$ cat config.mk
export PLATFORM = sky130hd
export DESIGN_NAME = bgr888_decimate_to_rgb565_unit
export DESIGN_NICKNAME = d
export VERILOG_FILES = /design/src/rtl/core/bdr_pkg.sv /design/src/rtl/core/bdr_front.sv /design/src/rtl/core/bdr_queue.sv /design/src/rtl/core/bdr_back.sv /design/src/rtl/core/bgr888_decimate_to_rgb565_unit.sv
export SDC_FILE = /design/constraint.sdc
export NUM_CORES = 1
export LEC_CHECK = 0
export ABC_AREA = 1
export CORE_ASPECT_RATIO = 1.4
export CORE_MARGIN = 2
export CORE_UTILIZATION = 35
export DETAILED_ROUTE_END_ITERATION = 8
export DONT_BUFFER_PORTS = 1
export GPL_TIMING_DRIVEN = 0
export HOLD_SLACK_MARGIN = 0.02
export PLACE_DENSITY = 0.6
export SLEW_MARGIN = 20
export SYNTH_ARGS = -nofsm -noshare
export SYNTH_HDL_FRONTEND = slang
export SYNTH_HIERARCHICAL = 1
export SYNTH_SLANG_ARGS = --single-unit
$ cat constraint.sdc
create_clock -name aclk -period 10.9 [get_ports aclk]
set_input_delay 0.545 -clock aclk [delete_from_list [all_inputs] [get_ports aclk]]
set_output_delay 0.545 -clock aclk [all_outputs]
set_load 0.1 [all_outputs]
$ cat src/rtl/core/bdr_pkg.sv
package bdr_pkg;

    localparam int DIM_W   = 11;
    localparam int ADJ_W   = 4;
    localparam int PER_W   = 7;
    localparam int COLOR_W = 8;
    localparam int WORD_W  = 16;
    localparam int IDX_W   = 2;
    localparam int SCALE_W = 6;

    localparam int DEF_MAX_WIDTH  = 1024;
    localparam int DEF_MAX_HEIGHT = 1024;

    localparam int QUEUE_DEPTH = 4;

    localparam int LIMIT_WIDTH  = 180;
    localparam int LIMIT_HEIGHT = 150;
    // width / 160 = ((width >> 5) * 205) >> 10, exact for width below 4128
    localparam int COL_SHIFT   = 5;
    localparam int RECIP5      = 205;
    localparam int RECIP_SHIFT = 10;
    // height / 128
    localparam int ROW_SHIFT   = 7;

    typedef enum logic [IDX_W-1:0] {
        REG_IMAGE_WIDTH  = 2'd0,
        REG_IMAGE_HEIGHT = 2'd1,
        REG_SCALE_ADJUST = 2'd2,
        REG_FIX_PERIOD   = 2'd3
    } cfg_index_t;

    typedef struct packed {
        logic [DIM_W-1:0] image_width;
        logic [DIM_W-1:0] image_height;
        logic [ADJ_W-1:0] scale_adjust;
        logic [PER_W-1:0] fix_period;
    } cfg_t;

    localparam cfg_t RESET_CFG = '{
        image_width:  11'd160,
        image_height: 11'd128,
        scale_adjust: 4'd1,
        fix_period:   7'd0
    };

    typedef struct packed {
        logic [WORD_W-1:0] word;
        logic              dup;
    } entry_t;

    typedef struct packed {
        logic full;
        logic head_valid;
    } queue_status_t;

endpackage

$ cat src/rtl/core/bdr_front.sv
module bdr_front #(
    parameter int MAX_WIDTH  = bdr_pkg::DEF_MAX_WIDTH,
    parameter int MAX_HEIGHT = bdr_pkg::DEF_MAX_HEIGHT
) (
    input  logic                         aclk,
    input  logic                         aresetn,
    input  bdr_pkg::cfg_t                cfg,
    input  logic                         s_valid,
    output logic                         s_ready,
    input  logic [bdr_pkg::COLOR_W-1:0]  s_blue,
    input  logic [bdr_pkg::COLOR_W-1:0]  s_green,
    input  logic [bdr_pkg::COLOR_W-1:0]  s_red,
    input  logic                         s_first_pixel,
    input  bdr_pkg::queue_status_t       q_status,
    output logic                         push,
    output bdr_pkg::entry_t              push_entry
);
    import bdr_pkg::*;

    localparam int WW   = $clog2(MAX_WIDTH + 1);
    localparam int HW   = $clog2(MAX_HEIGHT + 1);
    localparam int CW   = $clog2(MAX_WIDTH);
    localparam int RW   = $clog2(MAX_HEIGHT);
    localparam int WCMP = (WW > DIM_W) ? WW : DIM_W;
    localparam int HCMP = (HW > DIM_W) ? HW : DIM_W;
    localparam int SUMW = ((WCMP > HCMP) ? WCMP : HCMP) + SCALE_W + 2;
    localparam int PRDW = WCMP + 8;

    typedef struct packed {
        logic [WW-1:0]      w;
        logic [HW-1:0]      h;
        logic               scaled;
        logic [SCALE_W-1:0] scale;
    } geom_t;

    function automatic geom_t derive(input cfg_t c);
        logic [WCMP-1:0]    w_ext;
        logic [HCMP-1:0]    h_ext;
        logic [WCMP-1:0]    wc;
        logic [HCMP-1:0]    hc;
        logic [PRDW-1:0]    prod;
        logic [SCALE_W-1:0] a;
        logic [SCALE_W-1:0] b;
        logic [SCALE_W-1:0] mx;
        logic [SCALE_W-1:0] sum;
        geom_t              g;
        w_ext = WCMP'(c.image_width);
        h_ext = HCMP'(c.image_height);
        if (w_ext == '0) begin
            wc = WCMP'(1);
        end else if (w_ext > WCMP'(MAX_WIDTH)) begin
            wc = WCMP'(MAX_WIDTH);
        end else begin
            wc = w_ext;
        end
        if (h_ext == '0) begin
            hc = HCMP'(1);
        end else if (h_ext > HCMP'(MAX_HEIGHT)) begin
            hc = HCMP'(MAX_HEIGHT);
        end else begin
            hc = h_ext;
        end
        prod = PRDW'(wc >> COL_SHIFT) * PRDW'(RECIP5);
        a    = SCALE_W'(prod >> RECIP_SHIFT);
        b    = SCALE_W'(hc >> ROW_SHIFT);
        mx   = (a > b) ? a : b;
        sum  = mx + SCALE_W'(c.scale_adjust);
        g.w      = WW'(wc);
        g.h      = HW'(hc);
        g.scaled = (wc > WCMP'(LIMIT_WIDTH)) || (hc > HCMP'(LIMIT_HEIGHT));
        if (!g.scaled || sum == '0) begin
            g.scale = SCALE_W'(1);
        end else begin
            g.scale = sum;
        end
        return g;
    endfunction

    geom_t              geom;
    logic [CW-1:0]      column_count_reg, column_count_next;
    logic [RW-1:0]      row_count_reg, row_count_next;
    logic [SCALE_W-1:0] column_phase_reg, column_phase_next;
    logic [SCALE_W-1:0] row_phase_reg, row_phase_next;
    logic [PER_W-1:0]   fix_counter_reg, fix_counter_next;
    logic               image_done_reg, image_done_next;

    logic [CW-1:0]      cc;
    logic [RW-1:0]      rc;
    logic [SCALE_W-1:0] cp;
    logic [SCALE_W-1:0] rp;
    logic [PER_W-1:0]   fc;
    logic               done;

    logic [SUMW-1:0]    cc_s, cc_2s, rc_s, w_s, h_s, scale_s, cc_1, rc_1;
    logic               row_ok, emit_sc, last_kept, empty_row, period_on;
    logic [PER_W:0]     fc_inc, fc0_inc;
    logic [PER_W-1:0]   fc_after, fc0, fc_before;
    logic [SCALE_W:0]   cp_inc, rp_inc;
    logic               emit, dup, accept;

    assign geom    = derive(cfg);
    assign s_ready = !q_status.full;
    assign accept  = s_valid && s_ready;

    always_comb begin
        cc   = s_first_pixel ? '0 : column_count_reg;
        rc   = s_first_pixel ? '0 : row_count_reg;
        cp   = s_first_pixel ? '0 : column_phase_reg;
        rp   = s_first_pixel ? '0 : row_phase_reg;
        fc   = s_first_pixel ? '0 : fix_counter_reg;
        done = s_first_pixel ? 1'b0 : image_done_reg;

        w_s     = SUMW'(geom.w);
        h_s     = SUMW'(geom.h);
        scale_s = SUMW'(geom.scale);
        cc_s    = SUMW'(cc) + scale_s;
        cc_2s   = SUMW'(cc) + (scale_s << 1);
        rc_s    = SUMW'(rc) + scale_s;
        cc_1    = SUMW'(cc) + SUMW'(1);
        rc_1    = SUMW'(rc) + SUMW'(1);

        row_ok    = (rp == '0) && (rc_s <= h_s);
        emit_sc   = row_ok && (cp == '0) && (cc_s <= w_s);
        last_kept = cc_2s > w_s;
        empty_row = row_ok && (scale_s > w_s) && (cc == '0);
        period_on = cfg.fix_period != '0;

        fc_inc    = {1'b0, fc} + (PER_W+1)'(1);
        fc_after  = (fc_inc >= {1'b0, cfg.fix_period}) ? '0 : fc_inc[PER_W-1:0];
        fc0       = (fc >= cfg.fix_period) ? '0 : fc;
        fc0_inc   = {1'b0, fc0} + (PER_W+1)'(1);
        fc_before = (fc0_inc >= {1'b0, cfg.fix_period}) ? '0 : fc0_inc[PER_W-1:0];

        cp_inc = {1'b0, cp} + (SCALE_W+1)'(1);
        rp_inc = {1'b0, rp} + (SCALE_W+1)'(1);

        emit              = 1'b0;
        dup               = 1'b0;
        column_count_next = cc;
        row_count_next    = rc;
        column_phase_next = cp;
        row_phase_next    = rp;
        fix_counter_next  = fc;
        image_done_next   = done;

        if (!done) begin
            if (geom.scaled) begin
                emit = emit_sc;
                if (emit_sc && last_kept && period_on) begin
                    fix_counter_next = fc_after;
                    dup              = fc_after == '0;
                end else if (empty_row && period_on) begin
                    fix_counter_next = fc_after;
                end
            end else begin
                emit = 1'b1;
                if (cc == '0 && period_on) begin
                    fix_counter_next = fc_before;
                    dup              = fc0 == '0;
                end
            end

            if (cc_1 >= w_s) begin
                column_count_next = '0;
                column_phase_next = '0;
                if (rc_1 >= h_s) begin
                    image_done_next = 1'b1;
                end else begin
                    row_count_next = RW'(rc_1);
                    row_phase_next = (rp_inc >= {1'b0, geom.scale}) ?
                                     '0 : rp_inc[SCALE_W-1:0];
                end
            end else begin
                column_count_next = CW'(cc_1);
                column_phase_next = (cp_inc >= {1'b0, geom.scale}) ?
                                    '0 : cp_inc[SCALE_W-1:0];
            end
        end
    end

    assign push            = accept && emit;
    assign push_entry.word = {s_red[7:3], s_green[7:2], s_blue[7:3]};
    assign push_entry.dup  = dup;

    always_ff @(posedge aclk) begin
        if (!aresetn) begin
            column_count_reg <= '0;
            row_count_reg    <= '0;
            column_phase_reg <= '0;
            row_phase_reg    <= '0;
            fix_counter_reg  <= '0;
            image_done_reg   <= 1'b0;
        end else begin
            if (accept) begin
                column_count_reg <= column_count_next;
                row_count_reg    <= row_count_next;
                column_phase_reg <= column_phase_next;
                row_phase_reg    <= row_phase_next;
                fix_counter_reg  <= fix_counter_next;
                image_done_reg   <= image_done_next;
            end
        end
    end

endmodule

$ cat src/rtl/core/bdr_queue.sv
module bdr_queue (
    input  logic                   aclk,
    input  logic                   aresetn,
    input  logic                   push,
    input  bdr_pkg::entry_t        push_entry,
    input  logic                   pop,
    output bdr_pkg::entry_t        head,
    output bdr_pkg::queue_status_t status
);
    import bdr_pkg::*;

    localparam int PTR_W = $clog2(QUEUE_DEPTH);
    localparam int CNT_W = $clog2(QUEUE_DEPTH + 1);

    entry_t           mem_reg [QUEUE_DEPTH];
    logic [PTR_W-1:0] wr_ptr_reg, wr_ptr_next;
    logic [PTR_W-1:0] rd_ptr_reg, rd_ptr_next;
    logic [CNT_W-1:0] count_reg, count_next;

    assign head              = mem_reg[rd_ptr_reg];
    assign status.full       = count_reg == CNT_W'(QUEUE_DEPTH);
    assign status.head_valid = count_reg != '0;

    always_comb begin
        wr_ptr_next = wr_ptr_reg;
        rd_ptr_next = rd_ptr_reg;
        count_next  = count_reg;
        if (push) begin
            wr_ptr_next = (wr_ptr_reg == PTR_W'(QUEUE_DEPTH - 1)) ? '0 : wr_ptr_reg + 1'b1;
        end
        if (pop) begin
            rd_ptr_next = (rd_ptr_reg == PTR_W'(QUEUE_DEPTH - 1)) ? '0 : rd_ptr_reg + 1'b1;
        end
        if (push && !pop) begin
            count_next = count_reg + 1'b1;
        end else if (pop && !push) begin
            count_next = count_reg - 1'b1;
        end
    end

    always_ff @(posedge aclk) begin
        if (!aresetn) begin
            wr_ptr_reg <= '0;
            rd_ptr_reg <= '0;
            count_reg  <= '0;
        end else begin
            wr_ptr_reg <= wr_ptr_next;
            rd_ptr_reg <= rd_ptr_next;
            count_reg  <= count_next;
        end
    end

    always_ff @(posedge aclk) begin
        if (push) begin
            mem_reg[wr_ptr_reg] <= push_entry;
        end
    end

endmodule

$ cat src/rtl/core/bdr_back.sv
module bdr_back (
    input  logic                        aclk,
    input  logic                        aresetn,
    input  bdr_pkg::entry_t             head,
    input  bdr_pkg::queue_status_t      q_status,
    output logic                        pop,
    output logic                        m_valid,
    input  logic                        m_ready,
    output logic [bdr_pkg::WORD_W-1:0]  m_rgb565,
    output logic                        m_last
);
    import bdr_pkg::*;

    logic second_reg, second_next;
    logic first_of_two;

    assign first_of_two = head.dup && !second_reg;
    assign m_valid      = q_status.head_valid;
    assign m_rgb565     = head.word;
    assign m_last       = !first_of_two;
    assign pop          = m_valid && m_ready && !first_of_two;

    always_comb begin
        second_next = second_reg;
        if (m_valid && m_ready) begin
            second_next = first_of_two;
        end
    end

    always_ff @(posedge aclk) begin
        if (!aresetn) begin
            second_reg <= 1'b0;
        end else begin
            second_reg <= second_next;
        end
    end

endmodule

$ cat src/rtl/core/bgr888_decimate_to_rgb565_unit.sv
// bgr888_decimate_to_rgb565_unit
// input channel s_*: one bgr888 source pixel per request in row-major order,
// s_first_pixel marks the first pixel of an image and restarts all counters.
// output channel m_*: rgb565 display words; m_last marks the final word
// produced by one source pixel (a repeated word comes as a pair).
// configuration: cfg_wr_en/cfg_index/cfg_wr_data write image width, image
// height, scale adjust and fix period; write only while the block is idle.
// queue path: a kept pixel is written into the queue when it is accepted.
// throughput: one source pixel per cycle while s_ready is high; the front
// classifies and counts, a 4-entry queue feeds the back, which sends one
// word per m_ready handshake, so a repeated word takes an extra handshake.
// stall: while m_ready is low the queue absorbs up to four kept pixels,
// then s_ready drops; dropped pixels never occupy the queue.
// reset: configuration returns to 160 x 128, adjust 1, fix off; counters
// and queue clear; the first pixel after reset starts an image.
module bgr888_decimate_to_rgb565_unit #(
    parameter int MAX_WIDTH  = bdr_pkg::DEF_MAX_WIDTH,
    parameter int MAX_HEIGHT = bdr_pkg::DEF_MAX_HEIGHT
) (
    input  logic                        aclk,
    input  logic                        aresetn,
    input  logic                        s_valid,
    output logic                        s_ready,
    input  logic [bdr_pkg::COLOR_W-1:0] s_blue,
    input  logic [bdr_pkg::COLOR_W-1:0] s_green,
    input  logic [bdr_pkg::COLOR_W-1:0] s_red,
    input  logic                        s_first_pixel,
    output logic                        m_valid,
    input  logic                        m_ready,
    output logic [bdr_pkg::WORD_W-1:0]  m_rgb565,
    output logic                        m_last,
    input  logic                        cfg_wr_en,
    input  logic [bdr_pkg::IDX_W-1:0]   cfg_index,
    input  logic [bdr_pkg::DIM_W-1:0]   cfg_wr_data
);
    import bdr_pkg::*;

    cfg_t          cfg_reg;
    logic          q_push;
    logic          q_pop;
    entry_t        q_push_entry;
    entry_t        q_head;
    queue_status_t q_status;

    always_ff @(posedge aclk) begin
        if (!aresetn) begin
            cfg_reg <= RESET_CFG;
        end else if (cfg_wr_en) begin
            unique case (cfg_index_t'(cfg_index))
                REG_IMAGE_WIDTH:  cfg_reg.image_width  <= cfg_wr_data;
                REG_IMAGE_HEIGHT: cfg_reg.image_height <= cfg_wr_data;
                REG_SCALE_ADJUST: cfg_reg.scale_adjust <= cfg_wr_data[ADJ_W-1:0];
                REG_FIX_PERIOD:   cfg_reg.fix_period   <= cfg_wr_data[PER_W-1:0];
                default: ;
            endcase
        end
    end

    bdr_front #(
        .MAX_WIDTH  (MAX_WIDTH),
        .MAX_HEIGHT (MAX_HEIGHT)
    ) u_front (
        .aclk          (aclk),
        .aresetn       (aresetn),
        .cfg           (cfg_reg),
        .s_valid       (s_valid),
        .s_ready       (s_ready),
        .s_blue        (s_blue),
        .s_green       (s_green),
        .s_red         (s_red),
        .s_first_pixel (s_first_pixel),
        .q_status      (q_status),
        .push          (q_push),
        .push_entry    (q_push_entry)
    );

    bdr_queue u_queue (
        .aclk       (aclk),
        .aresetn    (aresetn),
        .push       (q_push),
        .push_entry (q_push_entry),
        .pop        (q_pop),
        .head       (q_head),
        .status     (q_status)
    );

    bdr_back u_back (
        .aclk     (aclk),
        .aresetn  (aresetn),
        .head     (q_head),
        .q_status (q_status),
        .pop      (q_pop),
        .m_valid  (m_valid),
        .m_ready  (m_ready),
        .m_rgb565 (m_rgb565),
        .m_last   (m_last)
    );

    a_no_push_when_full: assert property (@(posedge aclk) disable iff (!aresetn)
        q_push |-> !q_status.full)
        else $error("push into full queue");

    a_pop_only_on_last: assert property (@(posedge aclk) disable iff (!aresetn)
        q_pop |-> (m_valid && m_ready && m_last))
        else $error("queue popped before last word of a request");

    a_repeat_follows: assert property (@(posedge aclk) disable iff (!aresetn)
        (m_valid && m_ready && !m_last) |=> (m_valid && m_rgb565 == $past(m_rgb565)))
        else $error("repeated word missing after first of pair");

endmodule

==> results.cfg <==
[status]
outcome = finished clean

[global_route]
use_met1_pct = 19.79
grt_max_degree = 19
grt_antenna_before_repair = 0
grt-ovfl-total = 0
globalRouteMet3Util_pct = 2.055
track_usage_pct = 17.82
grt_util_met2_pct = 33.79
busiest_layer = met2
grt_pass1_wl_mm = 53.37
grt_pass1_vias = 10910

[layout]
syn_to_final_growth_pct = 9.882
layout_common_cells = nand2_1 (314), inv_1 (256), nor2_1 (216)
nNetsFinal = 1929
largest_register_ffs = 68
num_antenna_cells = 0
final_core_util_pct = 38.76
layout-drive-gt1-share_pct = 11.27
design_area_um2 = 13800
layout_commonest_cell = nand2_1

[yosys]
synth_edf_count = 68
syn_area_per_cell_um2 = 7.401
synth_cell_types = 59
yosysWarnings = 6
synth_compound_area_share_pct = 11.72
synth-async-reset-ratio_pct = 0
synth_xor_area_share_pct = 3.208
synth_cells = 1697
ys.flop_type = dfxtp_1
syn_nets = 1908
synthTopCellsByArea = edfxtp_1 (16%), ha_1 (16%), dfxtp_1 (13%)
yosysTopAreaCellShare_pct = 16.26
synth_mux_area_share_pct = 0
synth_seq_cells = 151
post_synth_instance_area_um2 = 12560
synth_top_family_by_area = simple AND/OR/NAND/NOR gates
yosysTopAreaCell = edfxtp_1
synthAdderAreaFrac_pct = 17.39
synth-simple-area-share_pct = 25.73
ys_seq_area_share_pct = 29.49

[clock_tree]
clk_pin_slew_ps = 70
cts-root-buf = clkbuf_16
worstSkewPairLatency_ps = 430
hold_buffers = 0
clk_path_buf_depth = 2
cts_inserted_buffers = 17
tritoncts = yes
h-tree-depth = 4
cts.sinks = 151

[floorplan]
die-area_um2 = 37440
die_h_um = 228.1
io_pins = 62
start_util_pct = 35.28
rows = 82
core_um2 = 35600
die_x_um = 164.1

[setup_path]
crit_path_end_kind = flip-flop
critical_path.top_delay_family = adder cells
r2r-start = cfg_reg[26]
cp_slowest_cell = fa_1
crit_arrival_ps = 10320
crit_top_cell = nand2_1
required_ps = 11230
cp_num_buf_inv = 12
cp-start-kind = flip-flop
slowest_delay_ps = 480
crit_fanout = 8
worst-setup-path-type = flip-flop to flip-flop
reg2reg_setup_slack_ps = 900
r2r_end = u_queue/count_reg[2]
rr_worst_depth = 60

[placed_design]
place_area_um2 = 13140
place_congestion = 0.8981
dp_hpwl_mm = 26.00
port_buffers = 0

[routing]
routedWlPerCell_um = 14.90
dr.first_iter.drc_count = 532
wirelength_mm = 32.68
final_antenna_net_count = 0
dr.pass1.iters = 7
viasPerCell = 4.956
drc_errors = 0
vias = 10870

[timing]
slew_violations = 0
rsz0062_at_grt = false
hold_viol_final = 0
tightest_slew_ps = 934.3
skew_ps = 16.58
slew_headroom_pct = 37.57
period_share_pct = 91.70
setup_viol = 0
min_period_ps = 9996
max_freq_mhz = 100.0

[min_path]
whs_endpoint = u_queue/count_reg[2]
min_from = aresetn
worstHoldPathType = primary input to flip-flop
min_path_cells = 2

[power_and_ir_drop]
total_power_w = 0.002766
ir_drop_uv = 240.2
power_density_nw_per_um2 = 200.4
leakagePower_nw = 6.553

[job]
drv_cap = 0
==> kinds of logic (layout without fill, tap and decap cells) <==
kind of cell,after synthesis,in the layout
flip-flops,151,151
AND/OR/NAND/NOR,731,731
AO/OA/AOI/OAI,246,246
XOR/XNOR,46,46
buffers and inverters,355,389
adder cells (fa/ha/maj),168,168
==> cell type report <==
cell class                      instances  area [µm²]
Inverter                              279        1054
Fill cell                            3648       21800
Tap cell                              462       578.1
Sequential cell                       151        3704
Clock inverter                         15       173.9
Buffer                                 76       515.5
Timing Repair Buffer                    2       15.01
Multi-Input combinational cell       1191        7336
Clock buffer                           17       425.4
==> cells in the mapped netlist, drive strengths merged (3+ instances only) <==
cell type	number
nor4	4
nand4	20
o211ai	12
o21ai	85
nor3	21
o22ai	17
fa	11
a31oi	8
nand3	110
clkinv	3
nor2	239
dfxtp	83
o21a	6
xnor2	12
buf	60
or2	3
clkbuf	16
ha	157
nand3b	6
edfxtp	68
a21boi	3
o31ai	6
a21oi	95
inv	276
nand2	322
xor2	34
==> repair_timing <==
action | 4_1_cts | 5_1_grt
resized for setup | 2 | 15
pin swaps | 0 | 2
setup endpoints to repair | 70 | 84
setup buffers | 0 | 2
==> power breakdown <==
group / internal, W / leakage, nW / switching, W / total, W
registers: 0.000670 / 1.30 / 0.0000413 / 0.000712
logic: 0.000416 / 4.96 / 0.00104 / 0.00146
clock network: 0.000311 / 0.294 / 0.000285 / 0.000595
==> metal layers <==
metal  part of all wire (%)  wire, µm
met2                     53     17270
met3                    2.9       933
met1                     41     13450
met5                      0         0
met4                    3.1      1021
==> metrics by stage <==
stage / TNS (ps) / instances / hold WS, ps / setup slack (ps)
after CTS: 0 / 2191 / 225.3 / 49.13
after floorplan: 0 / 1697 / 435.4 / 1789
final: 0 / 2193 / 243.5 / 904.4
after global routing: 0 / 2193 / 226.5 / 10.50
after detailed placement: -1309 / 2159 / 452.8 / -53.49
after global placement: 0 / 2159 / 450.7 / 96.50
==> worst max-delay path by stage <==
| stage | endpoint | cells after the start | slack, ps | from |
|---|---|---|---|---|
| after floorplan | u_queue/count_reg[2] | 63 | 1790 | cfg_reg[28] |
| final | u_queue/count_reg[2] | 60 | 900 | cfg_reg[26] |
| after global placement | u_queue/mem_reg[3][14] | 54 | 100 | cfg_reg[29] |
| after global routing | u_queue/count_reg[2] | 62 | 10 | cfg_reg[25] |
| after CTS | u_queue/count_reg[2] | 61 | 50 | cfg_reg[29] |
| after detailed placement | u_queue/mem_reg[3][14] | 54 | -50 | cfg_reg[29] |
(Power assumes the default switching activity.)
